`config.mk`:
```
export PLATFORM = sky130hd
export DESIGN_NAME = integer_to_radix_digits_unit
export DESIGN_NICKNAME = d
export VERILOG_FILES = /design/src/rtl/itrd_pkg.sv /design/src/rtl/integer_to_radix_digits_unit.sv
export VERILOG_INCLUDE_DIRS = /design/src /design/src/rtl
export SDC_FILE = /design/constraint.sdc
export NUM_CORES = 1
export LEC_CHECK = 0
export ABC_AREA = 1
export BUFFER_PORTS_ARGS = -buffer_cell sky130_fd_sc_hd__buf_2
export CAP_MARGIN = 25
export CORE_UTILIZATION = 50
export CTS_CLUSTER_DIAMETER = 200
export DETAILED_ROUTE_END_ITERATION = 10
export HOLD_SLACK_MARGIN = 0.03
export PLACE_DENSITY_LB_ADDON = 0.05
export RECOVER_POWER = 25
export SYNTH_ARGS = -nofsm -noshare
export SYNTH_HDL_FRONTEND = slang
export SYNTH_SLANG_ARGS = --single-unit
```
`constraint.sdc`:
```
create_clock -name clk -period 8 [get_ports clk]
set_clock_uncertainty 0.05 [all_clocks]
set_input_delay 0.8 -clock clk [delete_from_list [all_inputs] [get_ports clk]]
set_output_delay 0.8 -clock clk [all_outputs]
set_load 0.02 [all_outputs]
```
`src/rtl/assert_macros.svh`:
```
// Assertion macros used by the RTL unit integer_to_radix_digits_unit.
`ifndef ASSERT_MACROS_SVH
`define ASSERT_MACROS_SVH

// Same-cycle implication, disabled while reset is asserted.
`define AST_IMPLY(lbl, ante, cons, msg) \
  lbl: assert property (@(posedge clk) disable iff (!rst_n) (ante) |-> (cons)) \
    else $error(msg);

// Next-cycle implication, disabled while reset is asserted.
`define AST_NEXT(lbl, ante, cons, msg) \
  lbl: assert property (@(posedge clk) disable iff (!rst_n) (ante) |=> (cons)) \
    else $error(msg);

`endif

```
`src/rtl/itrd_pkg.sv`:
```
// Package for the integer to radix digits unit: states, register indexes, constants.
package itrd_pkg;

  localparam int SYM_W = 8;

  // Sign byte sent ahead of a negative value
  localparam logic [SYM_W-1:0] MINUS_SYMBOL = 8'h2D;

  // Configuration register indexes
  localparam logic [1:0] CFG_RADIX     = 2'd0;
  localparam logic [1:0] CFG_SYM_LOWER = 2'd1;
  localparam logic [1:0] CFG_SYM_UPPER = 2'd2;

  // Register reset values
  localparam logic [4:0]  RADIX_RST     = 5'd10;
  localparam logic [63:0] SYM_LOWER_RST = 64'h3736353433323130;
  localparam logic [63:0] SYM_UPPER_RST = 64'h4645444342413938;

  typedef enum logic [1:0] {
    ST_IDLE,
    ST_DIV,
    ST_SIGN,
    ST_FETCH
  } state_t;

endpackage

```
`src/rtl/integer_to_radix_digits_unit.sv`:
```
// Integer to radix digits unit: bit-serial division with a digit stack and symbol output.
//
//   channel  | ports                              | handshake
//   ---------+------------------------------------+---------------------------------
//   input    | start, busy, in_value              | taken when start & !busy
//   result   | out_valid, out_symbol, out_last    | one-cycle strobe, no backpressure
//   config   | cfg_we, cfg_index, cfg_data        | written when cfg_we is high
//
// Each digit comes from the restoring remainder loop (one quotient bit per cycle);
// digits stop once the quotient reaches zero. Output then sends the minus sign for a
// negative value, then reads each digit from the stack and strobes its symbol.
// Reset is synchronous on rst_n; the receiver cannot stall, so results are never held.
`include "assert_macros.svh"

module integer_to_radix_digits_unit
  import itrd_pkg::*;
#(
  parameter int MAX_RADIX  = 16,
  parameter int VALUE_BITS = 63
) (
  input  logic                         clk,
  input  logic                         rst_n,
  // input transaction
  input  logic                         start,
  output logic                         busy,
  input  logic signed [VALUE_BITS-1:0] in_value,
  // result transaction
  output logic                         out_valid,
  output logic [SYM_W-1:0]             out_symbol,
  output logic                         out_last,
  // configuration writes
  input  logic                         cfg_we,
  input  logic [1:0]                   cfg_index,
  input  logic [63:0]                  cfg_data
);

  localparam int VB = VALUE_BITS;
  localparam int DW = $clog2(MAX_RADIX);   // digit width
  localparam int RW = DW + 1;              // radix / trial remainder width
  localparam int AW = $clog2(VB);          // digit stack address
  localparam int CW = $clog2(VB + 1);      // digit count

  // Configuration registers
  logic [4:0]  radix_r;
  logic [63:0] sym_lower_r;
  logic [63:0] sym_upper_r;

  // Control and datapath registers
  state_t          state_r, state_nxt;
  logic [VB-1:0]   quo_r, quo_nxt;
  logic [DW-1:0]   rem_r, rem_nxt;
  logic [RW-1:0]   radix_eff_r, radix_eff_nxt;
  logic            neg_r, neg_nxt;
  logic [AW-1:0]   bit_cnt_r, bit_cnt_nxt;
  logic [CW-1:0]   ndig_r, ndig_nxt;
  logic            out_valid_r, out_valid_nxt;
  logic [SYM_W-1:0] out_symbol_r, out_symbol_nxt;
  logic            out_last_r, out_last_nxt;
  logic            emit_r, emit_nxt;

  // Digit stack
  logic [DW-1:0]   dig_mem [VB];
  logic [DW-1:0]   rd_data_r;
  logic            mem_we, mem_re;
  logic [AW-1:0]   wr_addr, rd_addr;
  logic [DW-1:0]   wr_data;

  // Combinational helpers
  logic            accept;
  logic [4:0]      radix_clamp;
  logic [VB-1:0]   vin, mag_in;
  logic [RW-1:0]   trial;
  logic            ge;
  logic [RW-1:0]   trial_sub;
  logic [127:0]    sym_tab;
  logic [3:0]      sym_idx;
  logic [SYM_W-1:0] sym_byte;

  assign accept = start && (state_r == ST_IDLE);
  assign busy   = (state_r != ST_IDLE);

  // Saturate the configured radix into the supported range
  always_comb begin
    if (radix_r < 5'd2) begin
      radix_clamp = 5'd2;
    end else if (radix_r > 5'(MAX_RADIX)) begin
      radix_clamp = 5'(MAX_RADIX);
    end else begin
      radix_clamp = radix_r;
    end
  end

  // Magnitude as unsigned, so the most negative value converts too
  assign vin    = in_value;
  assign mag_in = vin[VB-1] ? (~vin + VB'(1)) : vin;

  // One restoring division step: shift in the next quotient bit
  assign trial     = {rem_r, quo_r[VB-1]};
  assign ge        = (trial >= radix_eff_r);
  assign trial_sub = trial - radix_eff_r;

  // Symbol lookup from the stacked digit
  assign sym_tab  = {sym_upper_r, sym_lower_r};
  assign sym_idx  = 4'(rd_data_r);
  assign sym_byte = sym_tab[{sym_idx, 3'b000} +: SYM_W];

  // Next state and outputs
  always_comb begin
    state_nxt      = state_r;
    quo_nxt        = quo_r;
    rem_nxt        = rem_r;
    radix_eff_nxt  = radix_eff_r;
    neg_nxt        = neg_r;
    bit_cnt_nxt    = bit_cnt_r;
    ndig_nxt       = ndig_r;
    out_valid_nxt  = 1'b0;
    out_symbol_nxt = out_symbol_r;
    out_last_nxt   = out_last_r;
    emit_nxt       = 1'b0;
    mem_we         = 1'b0;
    mem_re         = 1'b0;
    wr_addr        = ndig_r[AW-1:0];
    wr_data        = ge ? trial_sub[DW-1:0] : trial[DW-1:0];
    rd_addr        = AW'(ndig_r - CW'(1));

    // Symbol strobe for the digit read in the previous cycle
    if (emit_r) begin
      out_valid_nxt  = 1'b1;
      out_symbol_nxt = sym_byte;
      out_last_nxt   = (ndig_r == CW'(1));
      ndig_nxt       = ndig_r - CW'(1);
      state_nxt      = (ndig_r == CW'(1)) ? ST_IDLE : ST_FETCH;
    end else begin
      case (state_r)
        ST_IDLE: begin
          if (start) begin
            quo_nxt       = mag_in;
            rem_nxt       = '0;
            radix_eff_nxt = radix_clamp[RW-1:0];
            neg_nxt       = vin[VB-1];
            bit_cnt_nxt   = '0;
            ndig_nxt      = '0;
            state_nxt     = ST_DIV;
          end
        end
        ST_DIV: begin
          quo_nxt = {quo_r[VB-2:0], ge};
          rem_nxt = wr_data;
          if (bit_cnt_r == AW'(VB - 1)) begin
            // digit done: push remainder, restart on the quotient
            mem_we      = 1'b1;
            ndig_nxt    = ndig_r + CW'(1);
            rem_nxt     = '0;
            bit_cnt_nxt = '0;
            if ({quo_r[VB-2:0], ge} == '0) begin
              state_nxt = neg_r ? ST_SIGN : ST_FETCH;
            end
          end else begin
            bit_cnt_nxt = bit_cnt_r + AW'(1);
          end
        end
        ST_SIGN: begin
          out_valid_nxt  = 1'b1;
          out_symbol_nxt = MINUS_SYMBOL;
          out_last_nxt   = 1'b0;
          state_nxt      = ST_FETCH;
        end
        ST_FETCH: begin
          // read the most significant remaining digit
          mem_re   = 1'b1;
          emit_nxt = 1'b1;
        end
        default: begin
          state_nxt = ST_IDLE;
        end
      endcase
    end
  end

  // Control registers and configuration
  always_ff @(posedge clk) begin
    if (!rst_n) begin
      state_r     <= ST_IDLE;
      out_valid_r <= 1'b0;
      emit_r      <= 1'b0;
      radix_r     <= RADIX_RST;
      sym_lower_r <= SYM_LOWER_RST;
      sym_upper_r <= SYM_UPPER_RST;
    end else begin
      state_r     <= state_nxt;
      out_valid_r <= out_valid_nxt;
      emit_r      <= emit_nxt;
      if (cfg_we) begin
        case (cfg_index)
          CFG_RADIX:     radix_r     <= cfg_data[4:0];
          CFG_SYM_LOWER: sym_lower_r <= cfg_data;
          CFG_SYM_UPPER: sym_upper_r <= cfg_data;
          default: ;
        endcase
      end
    end
  end

  // Datapath registers
  always_ff @(posedge clk) begin
    quo_r        <= quo_nxt;
    rem_r        <= rem_nxt;
    radix_eff_r  <= radix_eff_nxt;
    neg_r        <= neg_nxt;
    bit_cnt_r    <= bit_cnt_nxt;
    ndig_r       <= ndig_nxt;
    out_symbol_r <= out_symbol_nxt;
    out_last_r   <= out_last_nxt;
  end

  // Digit stack: one write and one registered read port
  always_ff @(posedge clk) begin
    if (mem_we) begin
      dig_mem[wr_addr] <= wr_data;
    end
    if (mem_re) begin
      rd_data_r <= dig_mem[rd_addr];
    end
  end

  assign out_valid  = out_valid_r;
  assign out_symbol = out_symbol_r;
  assign out_last   = out_last_r;

  // Checks
  `AST_IMPLY(a_last_ends_run, out_valid_r && out_last_r, state_r == ST_IDLE,
             "final symbol while conversion still running")
  `AST_NEXT(a_accept_starts, accept, state_r == ST_DIV && ndig_r == '0,
            "transaction accepted but division not started")
  `AST_IMPLY(a_fetch_has_digit, state_r == ST_FETCH, ndig_r != '0,
             "stack read with no digit left")
  `AST_IMPLY(a_strobe_source, out_valid_r,
             $past(state_r) == ST_SIGN || $past(emit_r),
             "result strobe without sign or digit emission")

endmodule

```
==> results.py, run 1 <==
metrics = {
    "clock_network": {
        "cts_repair_resize_count": 0,
        "cts_sinks": 487,
        "clock_transition_at_the_register_clock_pins_on_the_worst_setup_and_hold_paths_after_cts_ns": 0.06,
        "cts_setup_buffers": 0,
        "cts_buffer_depth": 3,
        "cts.hold.buffers_added": 0,
        "cts-buffers-inserted": 52,
        "cts_root_buf": "sky130_fd_sc_hd__clkbuf_16",
        "cts_tree": "built",
        "cts-htree-levels": 2,
        "clock_insertion_delay_worst_skew_ns": 0.60,
    },
    "logic_synthesis": {
        "synthesis.instances": 2646,
        "ys_warn_count": 0,
        "synth_seq_cells": 487,
        "synth.yosys.seq_area_share": 0.575,
        "synth_largest_area_cell": "sky130_fd_sc_hd__edfxtp_1",
        "post-synth-top-area-fraction": 0.456,
        "syn_avg_cell_area_um2": 8.71,
        "leading_post_synthesis_cells_by_cell_area": "sky130_fd_sc_hd__edfxtp_1 (46%), sky130_fd_sc_hd__dfxtp_1 (12%), sky130_fd_sc_hd__nor2_1 (9.6%)",
        "synth_nets": 2795,
        "cell_area_after_synthesis_mm2": 0.0230,
        "synth.lib_cells_used.distinct": 40,
    },
    "detailed_routing": {
        "wire_per_inst_um": 19.3,
        "detailroute.via_count": 18800,
        "finalWirelength_um": 65100,
        "route.detailed.vias_per_inst": 5.60,
        "first_pass_iters": 6,
        "drcViolationCount": 0,
        "drtIter0Drc": 1646,
        "antenna_violating_nets_post_route": 0,
    },
    "placed_design": {
        "placement.io_buffers": 143,
        "hpwlAfterDp_um": 43200,
        "routabilityCongestion": 0.950,
    },
    "cells_and_area": {
        "drive_gt1_frac": 0.0911,
        "layout_commonest_cell": "sky130_fd_sc_hd__nor2_1",
        "area_growth_pct": 11.8,
        "layout_common_cells": "sky130_fd_sc_hd__nor2_1 (591), sky130_fd_sc_hd__nand2_1 (433), sky130_fd_sc_hd__edfxtp_1 (350)",
        "multi_input_comb_area_mm2": 0.00857,
        "fillerInstances": 4172,
        "design.final.nets": 2874,
        "seq_area_mm2": 0.0133,
    },
    "power": {
        "power.switching_fraction": 0.390,
        "pwr-share-comb": 0.366,
        "power.density_mw_per_mm2": 373,
        "p_clk_frac": 0.240,
        "totalPowerFinal_mw": 9.61,
        "power.ir.vdd_worst_mv": 0.353,
        "seq_power_share": 0.394,
        "cellLeakagePower_nw": 9.76,
        "net-switching-power_mw": 3.75,
        "internal_power_mw": 5.86,
    },
    "floorplanning": {
        "std_cell_rows": 78,
        "initial_core_util": 0.508,
        "ios": 144,
        "die_w_um": 217,
        "chipHeight_um": 217,
        "design.core.area_mm2": 0.0454,
        "dieArea_mm2": 0.0470,
    },
    "sta": {
        "setup_violations": 0,
        "setup_tns_ns": 0,
        "worst_pin_slew_ns": 4.44,
        "timing_hold_violations_final": 0,
        "timing.final.crit_share": 0.610,
        "max_slew_margin": -1.96,
        "final_max_slew_viol_count": 359,
        "shortest_clock_period_the_worst_path_allows_after_layout_ns": 4.88,
        "maxClockFrequency_mhz": 205,
        "unrepaired_setup_endpoints_after_global_routing": "no",
    },
    "outcome": {
        "violations_in_the_final_reports": "capacitance limit, slew limit",
        "outcome": "complete, but fails checks",
    },
    "global_routing": {
        "gr-usage-all-layers": 0.280,
        "grt_antenna_before_repair": 2,
        "number_of_global_route_vias_before_repair": 18200,
        "globalRoute.totalOverflow": 0,
        "grt_start_max_net_pins": 116,
        "first_pass_grt_wire_length_um": 102000,
    },
    "critical_path": {
        "crit_path_end_kind": "register",
        "required_ns": 8.28,
        "worst-path-max-fanout": 61,
        "timing.critical_path.arrival_ns": 5.16,
        "start_kind": "primary input",
        "critPathKind": "in -> reg",
    },
    "worst_hold_path": {
        "min_path_type": "in -> reg",
    },
    "run": {
        "cap_viol_max_count": 5,
    },
}
critical path, cell delays in order:
cell and delay, ns:
sky130_fd_sc_hd__buf_2 0.07, sky130_fd_sc_hd__clkbuf_1 1.90, sky130_fd_sc_hd__clkinv_1 1.43, sky130_fd_sc_hd__nor2_1 0.30
sky130_fd_sc_hd__nor2_1 0.14, sky130_fd_sc_hd__nand2_1 0.12, sky130_fd_sc_hd__inv_2 0.09, sky130_fd_sc_hd__nand2_1 0.07
sky130_fd_sc_hd__nand2_1 0.07, sky130_fd_sc_hd__nand3_1 0.08, sky130_fd_sc_hd__nand2_1 0.06
final cells by class:
class                           count  share of cell area
Timing Repair Buffer              168              0.0359
Inverter                          168              0.0245
Sequential cell                   487               0.514
Clock buffer                       78              0.0586
Antenna cell                        1           0.0000971
Tap cell                          600              0.0291
Clock inverter                     16             0.00452
Multi-Input combinational cell   1848               0.333
flip-flops by register name (all words and copies together), names as in the netlist, 6 cells and up:
register	cells
bit_cnt_r	6
dig_mem	252
ndig_r	6
out_symbol	8
quo_r	63
sym_lower_r	64
sym_upper_r	64
metal layers:
metal / vias to the layer above / part of all wire / track usage
li1: 9166 / - / -
met1: 8970 / 0.45 / 0.385
met2: 585 / 0.47 / 0.458
met3: 119 / 0.055 / 0.0348
met4: 2 / 0.029 / 0.0930
met5: - / 0.00020 / 0
kinds of logic after synthesis:
| family | after synthesis | share of synthesized area |
|---|---|---|
| compound gates | 559 | 0.134 |
| xor+xnor | 13 | 0.00657 |
| fa+ha+maj | 16 | 0.00901 |
| buf+inv | 311 | 0.0551 |
| flops | 487 | 0.575 |
| simple gates | 1260 | 0.221 |
final timing paths:
kind                            slack, ns       startpoint  depth (start not counted)         endpoint
worst max-delay path                 3.12     in_value[62]                         11        quo_r[42]
worst min-delay path                 0.37     cfg_data[50]                          3  sym_lower_r[50]
worst max register to register       3.51       state_r[1]                         11   dig_mem[59][1]
worst min register to register       0.40  sym_upper_r[10]                          2  sym_upper_r[10]
stage by stage:
step,util,instances,setup slack [ns],cell area [um^2],hold WS [ns]
after floorplan,-,2646,1.06,23000,0.370
after global placement,0.531,3266,4.82,24100,0.381
after detailed placement,0.531,3268,4.84,24100,0.387
after CTS,0.567,3362,4.84,25700,0.336
after global routing,0.568,3366,2.58,25800,0.365
final,0.568,3366,3.12,25800,0.368
cell usage after synthesis:
| cell | count |
|---|---|
| sky130_fd_sc_hd__nor2_1 | 592 |
| sky130_fd_sc_hd__nand2_1 | 434 |
| sky130_fd_sc_hd__edfxtp_1 | 350 |
| sky130_fd_sc_hd__o21ai_0 | 335 |
| sky130_fd_sc_hd__nand3_1 | 185 |
| sky130_fd_sc_hd__inv_1 | 158 |
| sky130_fd_sc_hd__dfxtp_1 | 137 |
| sky130_fd_sc_hd__a21oi_1 | 101 |
| sky130_fd_sc_hd__clkbuf_1 | 95 |
| sky130_fd_sc_hd__o211ai_1 | 93 |
| sky130_fd_sc_hd__buf_2 | 29 |
| sky130_fd_sc_hd__nand4_1 | 18 |
| sky130_fd_sc_hd__ha_1 | 15 |
| sky130_fd_sc_hd__o21ai_1 | 10 |
| sky130_fd_sc_hd__buf_4 | 9 |
| sky130_fd_sc_hd__inv_2 | 9 |
| sky130_fd_sc_hd__o221ai_1 | 8 |
| sky130_fd_sc_hd__xor2_1 | 7 |
| sky130_fd_sc_hd__nor2_2 | 6 |
| sky130_fd_sc_hd__nor3_1 | 6 |
| sky130_fd_sc_hd__a31oi_1 | 5 |
| sky130_fd_sc_hd__nand3b_1 | 5 |
| sky130_fd_sc_hd__buf_1 | 4 |
| sky130_fd_sc_hd__buf_6 | 4 |
| sky130_fd_sc_hd__or2_2 | 4 |
| sky130_fd_sc_hd__xnor2_1 | 4 |
| sky130_fd_sc_hd__nand2_2 | 3 |
| sky130_fd_sc_hd__nor4_1 | 3 |
| sky130_fd_sc_hd__o22ai_1 | 3 |
| sky130_fd_sc_hd__a21o_1 | 2 |
| sky130_fd_sc_hd__clkbuf_2 | 2 |
| sky130_fd_sc_hd__or2_0 | 2 |
| sky130_fd_sc_hd__a211oi_1 | 1 |
| sky130_fd_sc_hd__clkinv_1 | 1 |
| sky130_fd_sc_hd__fa_1 | 1 |
| sky130_fd_sc_hd__nand3_2 | 1 |
| sky130_fd_sc_hd__nor3b_1 | 1 |
| sky130_fd_sc_hd__o31ai_1 | 1 |
| sky130_fd_sc_hd__xnor2_4 | 1 |
| sky130_fd_sc_hd__xor2_4 | 1 |
power by group through the flow:
stage                     combinational [mW]  clock, mW  sequential, mW
final                                   3.52       2.30            3.78
after global routing                    3.90       2.43            3.82
after detailed placement                3.48          0            3.83
after floorplan                         2.31          0            3.81
after global placement                  3.45          0            3.82
after CTS                               3.48       2.34            3.78
No activity file was read; power rests on OpenSTA's default activity.
==> run 2: changes to the inputs <==
clock period = 4.95 ns   (was 8 ns; I/O delays follow)
==> run 2 against run 1 <==
  * The run still ends with capacitance limit, slew limit left
  * Global-route usage shrank 0.31 points
  * Final area grew 0.40%
  * Non-clock buffer count down 2
  * Largest cell class unchanged
==> results.py, run 2 (synthesized netlist as in run 1, its figures left out) <==
metrics = {
    "outcome": {
        "outcome": "complete, but fails checks",
        "violations_in_the_final_reports": "capacitance limit, slew limit",
    },
    "cells_and_area": {
        "fin_util": 0.570,
        "seq_area_mm2": 0.0133,
        "multi_input_comb_area_mm2": 0.00856,
        "layoutNonFillerInstCount": 3365,
        "layout_common_cells": "sky130_fd_sc_hd__nor2_1 (592), sky130_fd_sc_hd__nand2_1 (434), sky130_fd_sc_hd__edfxtp_1 (350)",
        "fillerInstances": 4127,
        "design.final.nets": 2871,
        "drive_gt1_frac": 0.0952,
        "layout_commonest_cell": "sky130_fd_sc_hd__nor2_1",
        "register_containing_the_most_flip_flops_in_the_final_layout": "dig_mem",
        "largestRegisters": "dig_mem: 252 flops, sym_lower_r: 64 flops, sym_upper_r: 64 flops",
        "largest_register_ffs": 252,
        "area_growth_pct": 12.2,
    },
    "critical_path": {
        "timing.critical_path.arrival_ns": 3.99,
        "critPathKind": "reg -> reg",
        "start_kind": "register",
        "worst-path-max-fanout": 85,
        "required_ns": 5.14,
        "crit_path_end_kind": "register",
    },
    "floorplanning": {
        "dieArea_mm2": 0.0470,
        "ios": 144,
        "die_w_um": 217,
        "std_cell_rows": 78,
        "design.core.area_mm2": 0.0454,
        "initial_core_util": 0.508,
        "chipHeight_um": 217,
    },
    "sta": {
        "hold-worst-slack_ns": 0.0656,
        "setup_tns_ns": 0,
        "final_max_slew_viol_count": 119,
        "max_slew_margin": -0.966,
        "unrepaired_setup_endpoints_after_global_routing": "no",
        "maxClockFrequency_mhz": 263,
        "shortest_clock_period_the_worst_path_allows_after_layout_ns": 3.80,
        "worst_pin_slew_ns": 2.95,
        "timing.final.crit_share": 0.768,
        "timing_hold_violations_final": 0,
        "setup_violations": 0,
    },
    "power": {
        "power.density_mw_per_mm2": 603,
        "totalPowerFinal_mw": 15.6,
        "power.ir.vdd_worst_mv": 0.535,
        "cellLeakagePower_nw": 9.80,
    },
    "clock_network": {
        "clock_insertion_delay_worst_skew_ns": 0.59,
        "cts.hold.buffers_added": 0,
        "cts_sinks": 487,
        "cts_repair_resize_count": 0,
        "cts_setup_buffers": 0,
        "cts_tree": "built",
        "cts_root_buf": "sky130_fd_sc_hd__clkbuf_16",
        "cts-htree-levels": 2,
        "cts-buffers-inserted": 51,
        "clock_transition_at_the_register_clock_pins_on_the_worst_setup_and_hold_paths_after_cts_ns": 0.06,
        "cts_buffer_depth": 3,
    },
    "placed_design": {
        "placement.io_buffers": 143,
        "hpwlAfterDp_um": 43400,
        "routabilityCongestion": 0.897,
        "placed_instance_count": 3268,
    },
    "detailed_routing": {
        "wire_per_inst_um": 19.2,
        "drcViolationCount": 0,
        "finalWirelength_um": 64700,
        "drtIter0Drc": 1817,
        "antenna_violating_nets_post_route": 0,
        "detailroute.via_count": 18800,
        "first_pass_iters": 6,
        "route.detailed.vias_per_inst": 5.58,
    },
    "global_routing": {
        "grt_start_max_net_pins": 107,
        "grt_antenna_before_repair": 5,
        "globalRoute.totalOverflow": 0,
        "gr-usage-all-layers": 0.276,
        "first_pass_grt_wire_length_um": 101000,
        "number_of_global_route_vias_before_repair": 18000,
    },
    "run": {
        "cap_viol_max_count": 2,
    },
    "worst_hold_path": {
        "min_path_type": "in -> reg",
    },
}
## run 2: final cells by class
cell class	instances	share of cell area
antenna	1	0.0000967
clock buffer	64	0.0540
clock inverter	31	0.0141
inverter	168	0.0244
multi-input combinational	1848	0.331
sequential	487	0.512
tap	600	0.0290
timing repair buffer	166	0.0351
## run 2: power breakdown
part | internal (mW) | leakage, nW | switching, mW
Combinational | 1.47 | 4.61 | 4.03
Sequential | 5.79 | 4.34 | 0.319
Clock | 2.38 | 0.843 | 1.61
## run 2: critical path, cell delays in order (launching register included)
cell and delay [ns]:
sky130_fd_sc_hd__edfxtp_1 0.43, sky130_fd_sc_hd__clkbuf_1 1.35, sky130_fd_sc_hd__buf_16 0.37, sky130_fd_sc_hd__nand3_1 0.69
sky130_fd_sc_hd__nor2_1 0.55
## run 2: worst paths after layout
kind | from | end | slack, ns | cells past startpoint
worst max-delay path | ndig_r[0] | dig_mem[35][1] | 1.15 | 4
worst min-delay path | cfg_data[17] | sym_lower_r[17] | 0.07 | 3
worst max register to register | ndig_r[0] | dig_mem[35][1] | 1.15 | 4
worst min register to register | sym_lower_r[11] | sym_lower_r[11] | 0.40 | 2
## run 2: routing by layer
| metal | part of all wire | global-route usage |
|---|---|---|
| met1 | 0.45 | 0.382 |
| met2 | 0.47 | 0.447 |
| met3 | 0.061 | 0.0383 |
| met4 | 0.027 | 0.0937 |
| met5 | 0.00076 | 0 |
## run 2: metrics by stage
stage               setup slack (ns)  cell area (um^2)
floorplan                      0.494             23100
global placement                1.71             24100
detailed placement              1.58             24100
CTS                             1.54             25900
global route                   0.887             25900
finish                          1.15             25900
==> run 3: changes to the inputs <==
clock period = 3.2 ns   (was 4.95 ns; I/O delays follow)
==> run 3 against run 2 <==
  * The flow still finishes with violations (capacitance limit, slew limit)
  * Final area is 3.4% higher
  * Global-route usage is 0.98 points higher
  * Register-to-register slack worse by 0.83 ns
  * Sequential share of layout area is 1.7 points lower
  * Die area stayed put
  * Utilization is 2.0 points higher
  * Clock power is 64% higher
  * Non-clock buffer count is 80 higher
  * Power is 59% higher
==> results.py, run 3 (synthesized netlist as in run 1, its figures left out) <==
metrics = {
    "outcome": {
        "outcome": "complete, but fails checks",
        "violations_in_the_final_reports": "capacitance limit, slew limit",
    },
    "critical_path": {
        "worst-path-max-fanout": 63,
        "timing.critical_path.arrival_ns": 3.11,
        "critPathKind": "reg -> reg",
        "worst-r2r-cell-count": 8,
        "required_ns": 3.43,
        "start_kind": "register",
        "crit_path_end_kind": "register",
    },
    "cells_and_area": {
        "layout_common_cells": "sky130_fd_sc_hd__nor2_1 (591), sky130_fd_sc_hd__nand2_1 (433), sky130_fd_sc_hd__edfxtp_1 (350)",
        "multi_input_comb_area_mm2": 0.00857,
        "largestRegisters": "dig_mem: 252 flops, sym_lower_r: 64 flops, sym_upper_r: 64 flops",
        "fillerInstances": 4084,
        "fin_util": 0.590,
        "antenna_cells_inserted": 0,
        "seq_area_mm2": 0.0133,
        "largest_register_ffs": 252,
        "layout_commonest_cell": "sky130_fd_sc_hd__nor2_1",
        "drive_gt1_frac": 0.0998,
        "area_growth_pct": 16.1,
        "design.final.nets": 2951,
        "register_containing_the_most_flip_flops_in_the_final_layout": "dig_mem",
    },
    "global_routing": {
        "gr-usage-all-layers": 0.286,
        "number_of_global_route_vias_before_repair": 18300,
        "grt_start_max_net_pins": 133,
        "grt_antenna_before_repair": 1,
        "globalRoute.totalOverflow": 0,
        "first_pass_grt_wire_length_um": 104000,
    },
    "detailed_routing": {
        "finalWirelength_um": 67200,
        "drtIter0Drc": 1785,
        "first_pass_iters": 5,
        "detailroute.via_count": 19400,
        "wire_per_inst_um": 19.5,
        "drcViolationCount": 0,
        "antenna_violating_nets_post_route": 0,
        "route.detailed.vias_per_inst": 5.64,
    },
    "floorplanning": {
        "ios": 144,
        "initial_core_util": 0.508,
        "dieArea_mm2": 0.0470,
        "die_w_um": 217,
        "design.core.area_mm2": 0.0454,
        "std_cell_rows": 78,
        "chipHeight_um": 217,
    },
    "clock_network": {
        "clock_transition_at_the_register_clock_pins_on_the_worst_setup_and_hold_paths_after_cts_ns": 0.06,
        "cts_sinks": 487,
        "cts_root_buf": "sky130_fd_sc_hd__clkbuf_16",
        "cts-htree-levels": 2,
        "cts-buffers-inserted": 51,
        "clock_insertion_delay_worst_skew_ns": 0.60,
        "cts_tree": "built",
        "cts_buffer_depth": 3,
        "cts_repair_resize_count": 0,
    },
    "placed_design": {
        "routabilityCongestion": 0.922,
        "hpwlAfterDp_um": 45000,
        "placement.io_buffers": 143,
    },
    "run": {
        "cap_viol_max_count": 1,
    },
    "power": {
        "power.density_mw_per_mm2": 930,
        "totalPowerFinal_mw": 24.9,
        "power.ir.vdd_worst_mv": 0.886,
        "cellLeakagePower_nw": 10.2,
    },
    "worst_hold_path": {
        "hold-path-cell-count": 4,
        "min_path_type": "in -> reg",
    },
    "sta": {
        "maxClockFrequency_mhz": 348,
        "unrepaired_setup_endpoints_after_global_routing": "no",
        "timing_hold_violations_final": 0,
        "worst_pin_slew_ns": 1.51,
        "setup_tns_ns": 0,
        "final_max_slew_viol_count": 82,
        "setup_violations": 0,
        "shortest_clock_period_the_worst_path_allows_after_layout_ns": 2.88,
        "max_slew_margin": -0.00933,
        "timing.final.crit_share": 0.899,
    },
}
-- run 3: layout make-up --
type,instances,share of cell area
repair buffers,246,0.0626
clock buffers,67,0.0571
flip-flops and latches,487,0.495
clock inverters,29,0.0130
multi-input cells,1848,0.320
well taps,600,0.0281
inverters,168,0.0237
-- run 3: through the flow --
stage	std cells	area, um^2	hold WS (ns)	setup slack [ns]
after global placement	3287	24300	0.378	0.470
final	3445	26800	0.0616	0.323
after floorplan	2646	23100	0.369	0.0137
after detailed placement	3287	24300	0.389	0.452
after CTS	3445	26800	0.0436	0.421
after global routing	3445	26800	0.0704	0.110
-- run 3: routing by layer --
layer | GRT usage | routed length (um) | vias up
li1 | - | - | 9333
met1 | 0.418 | 30600 | 9287
met2 | 0.441 | 30400 | 714
met3 | 0.0439 | 4600 | 100
met4 | 0.0824 | 1630 | 2
met5 | 0 | 11 | -
-- run 3: what timing repair did --
item / CTS / global route
buffers inserted: 0 / 0
endpoints found under the hold margin: 123 / 0
hold buffers: 62 / 0
-- run 3: report_power, final --
group	internal, mW	total [mW]	switching [mW]
Sequential	8.95	9.40	0.457
Clock	3.95	6.52	2.58
Combinational	2.47	8.95	6.48
Total	15.4	24.9	9.51
-- run 3: path summary, 6_finish.rpt --
path                            slack (ns)              end             from
worst max-delay path                  0.32   dig_mem[51][0]         rem_r[1]
worst min-delay path                  0.06  sym_upper_r[22]     cfg_index[0]
worst max register to register        0.32   dig_mem[51][0]         rem_r[1]
worst min register to register        0.40  sym_upper_r[10]  sym_upper_r[10]
-- run 3: critical path: stages (launching register included) --
cell and delay, ns:
sky130_fd_sc_hd__edfxtp_1 0.38, sky130_fd_sc_hd__ha_1 0.35, sky130_fd_sc_hd__nand2_1 0.08, sky130_fd_sc_hd__nand2_1 0.06
sky130_fd_sc_hd__a21o_1 0.16, sky130_fd_sc_hd__nor2_1 0.50, sky130_fd_sc_hd__o21ai_0 0.25, sky130_fd_sc_hd__inv_2 0.08
sky130_fd_sc_hd__buf_4 0.57
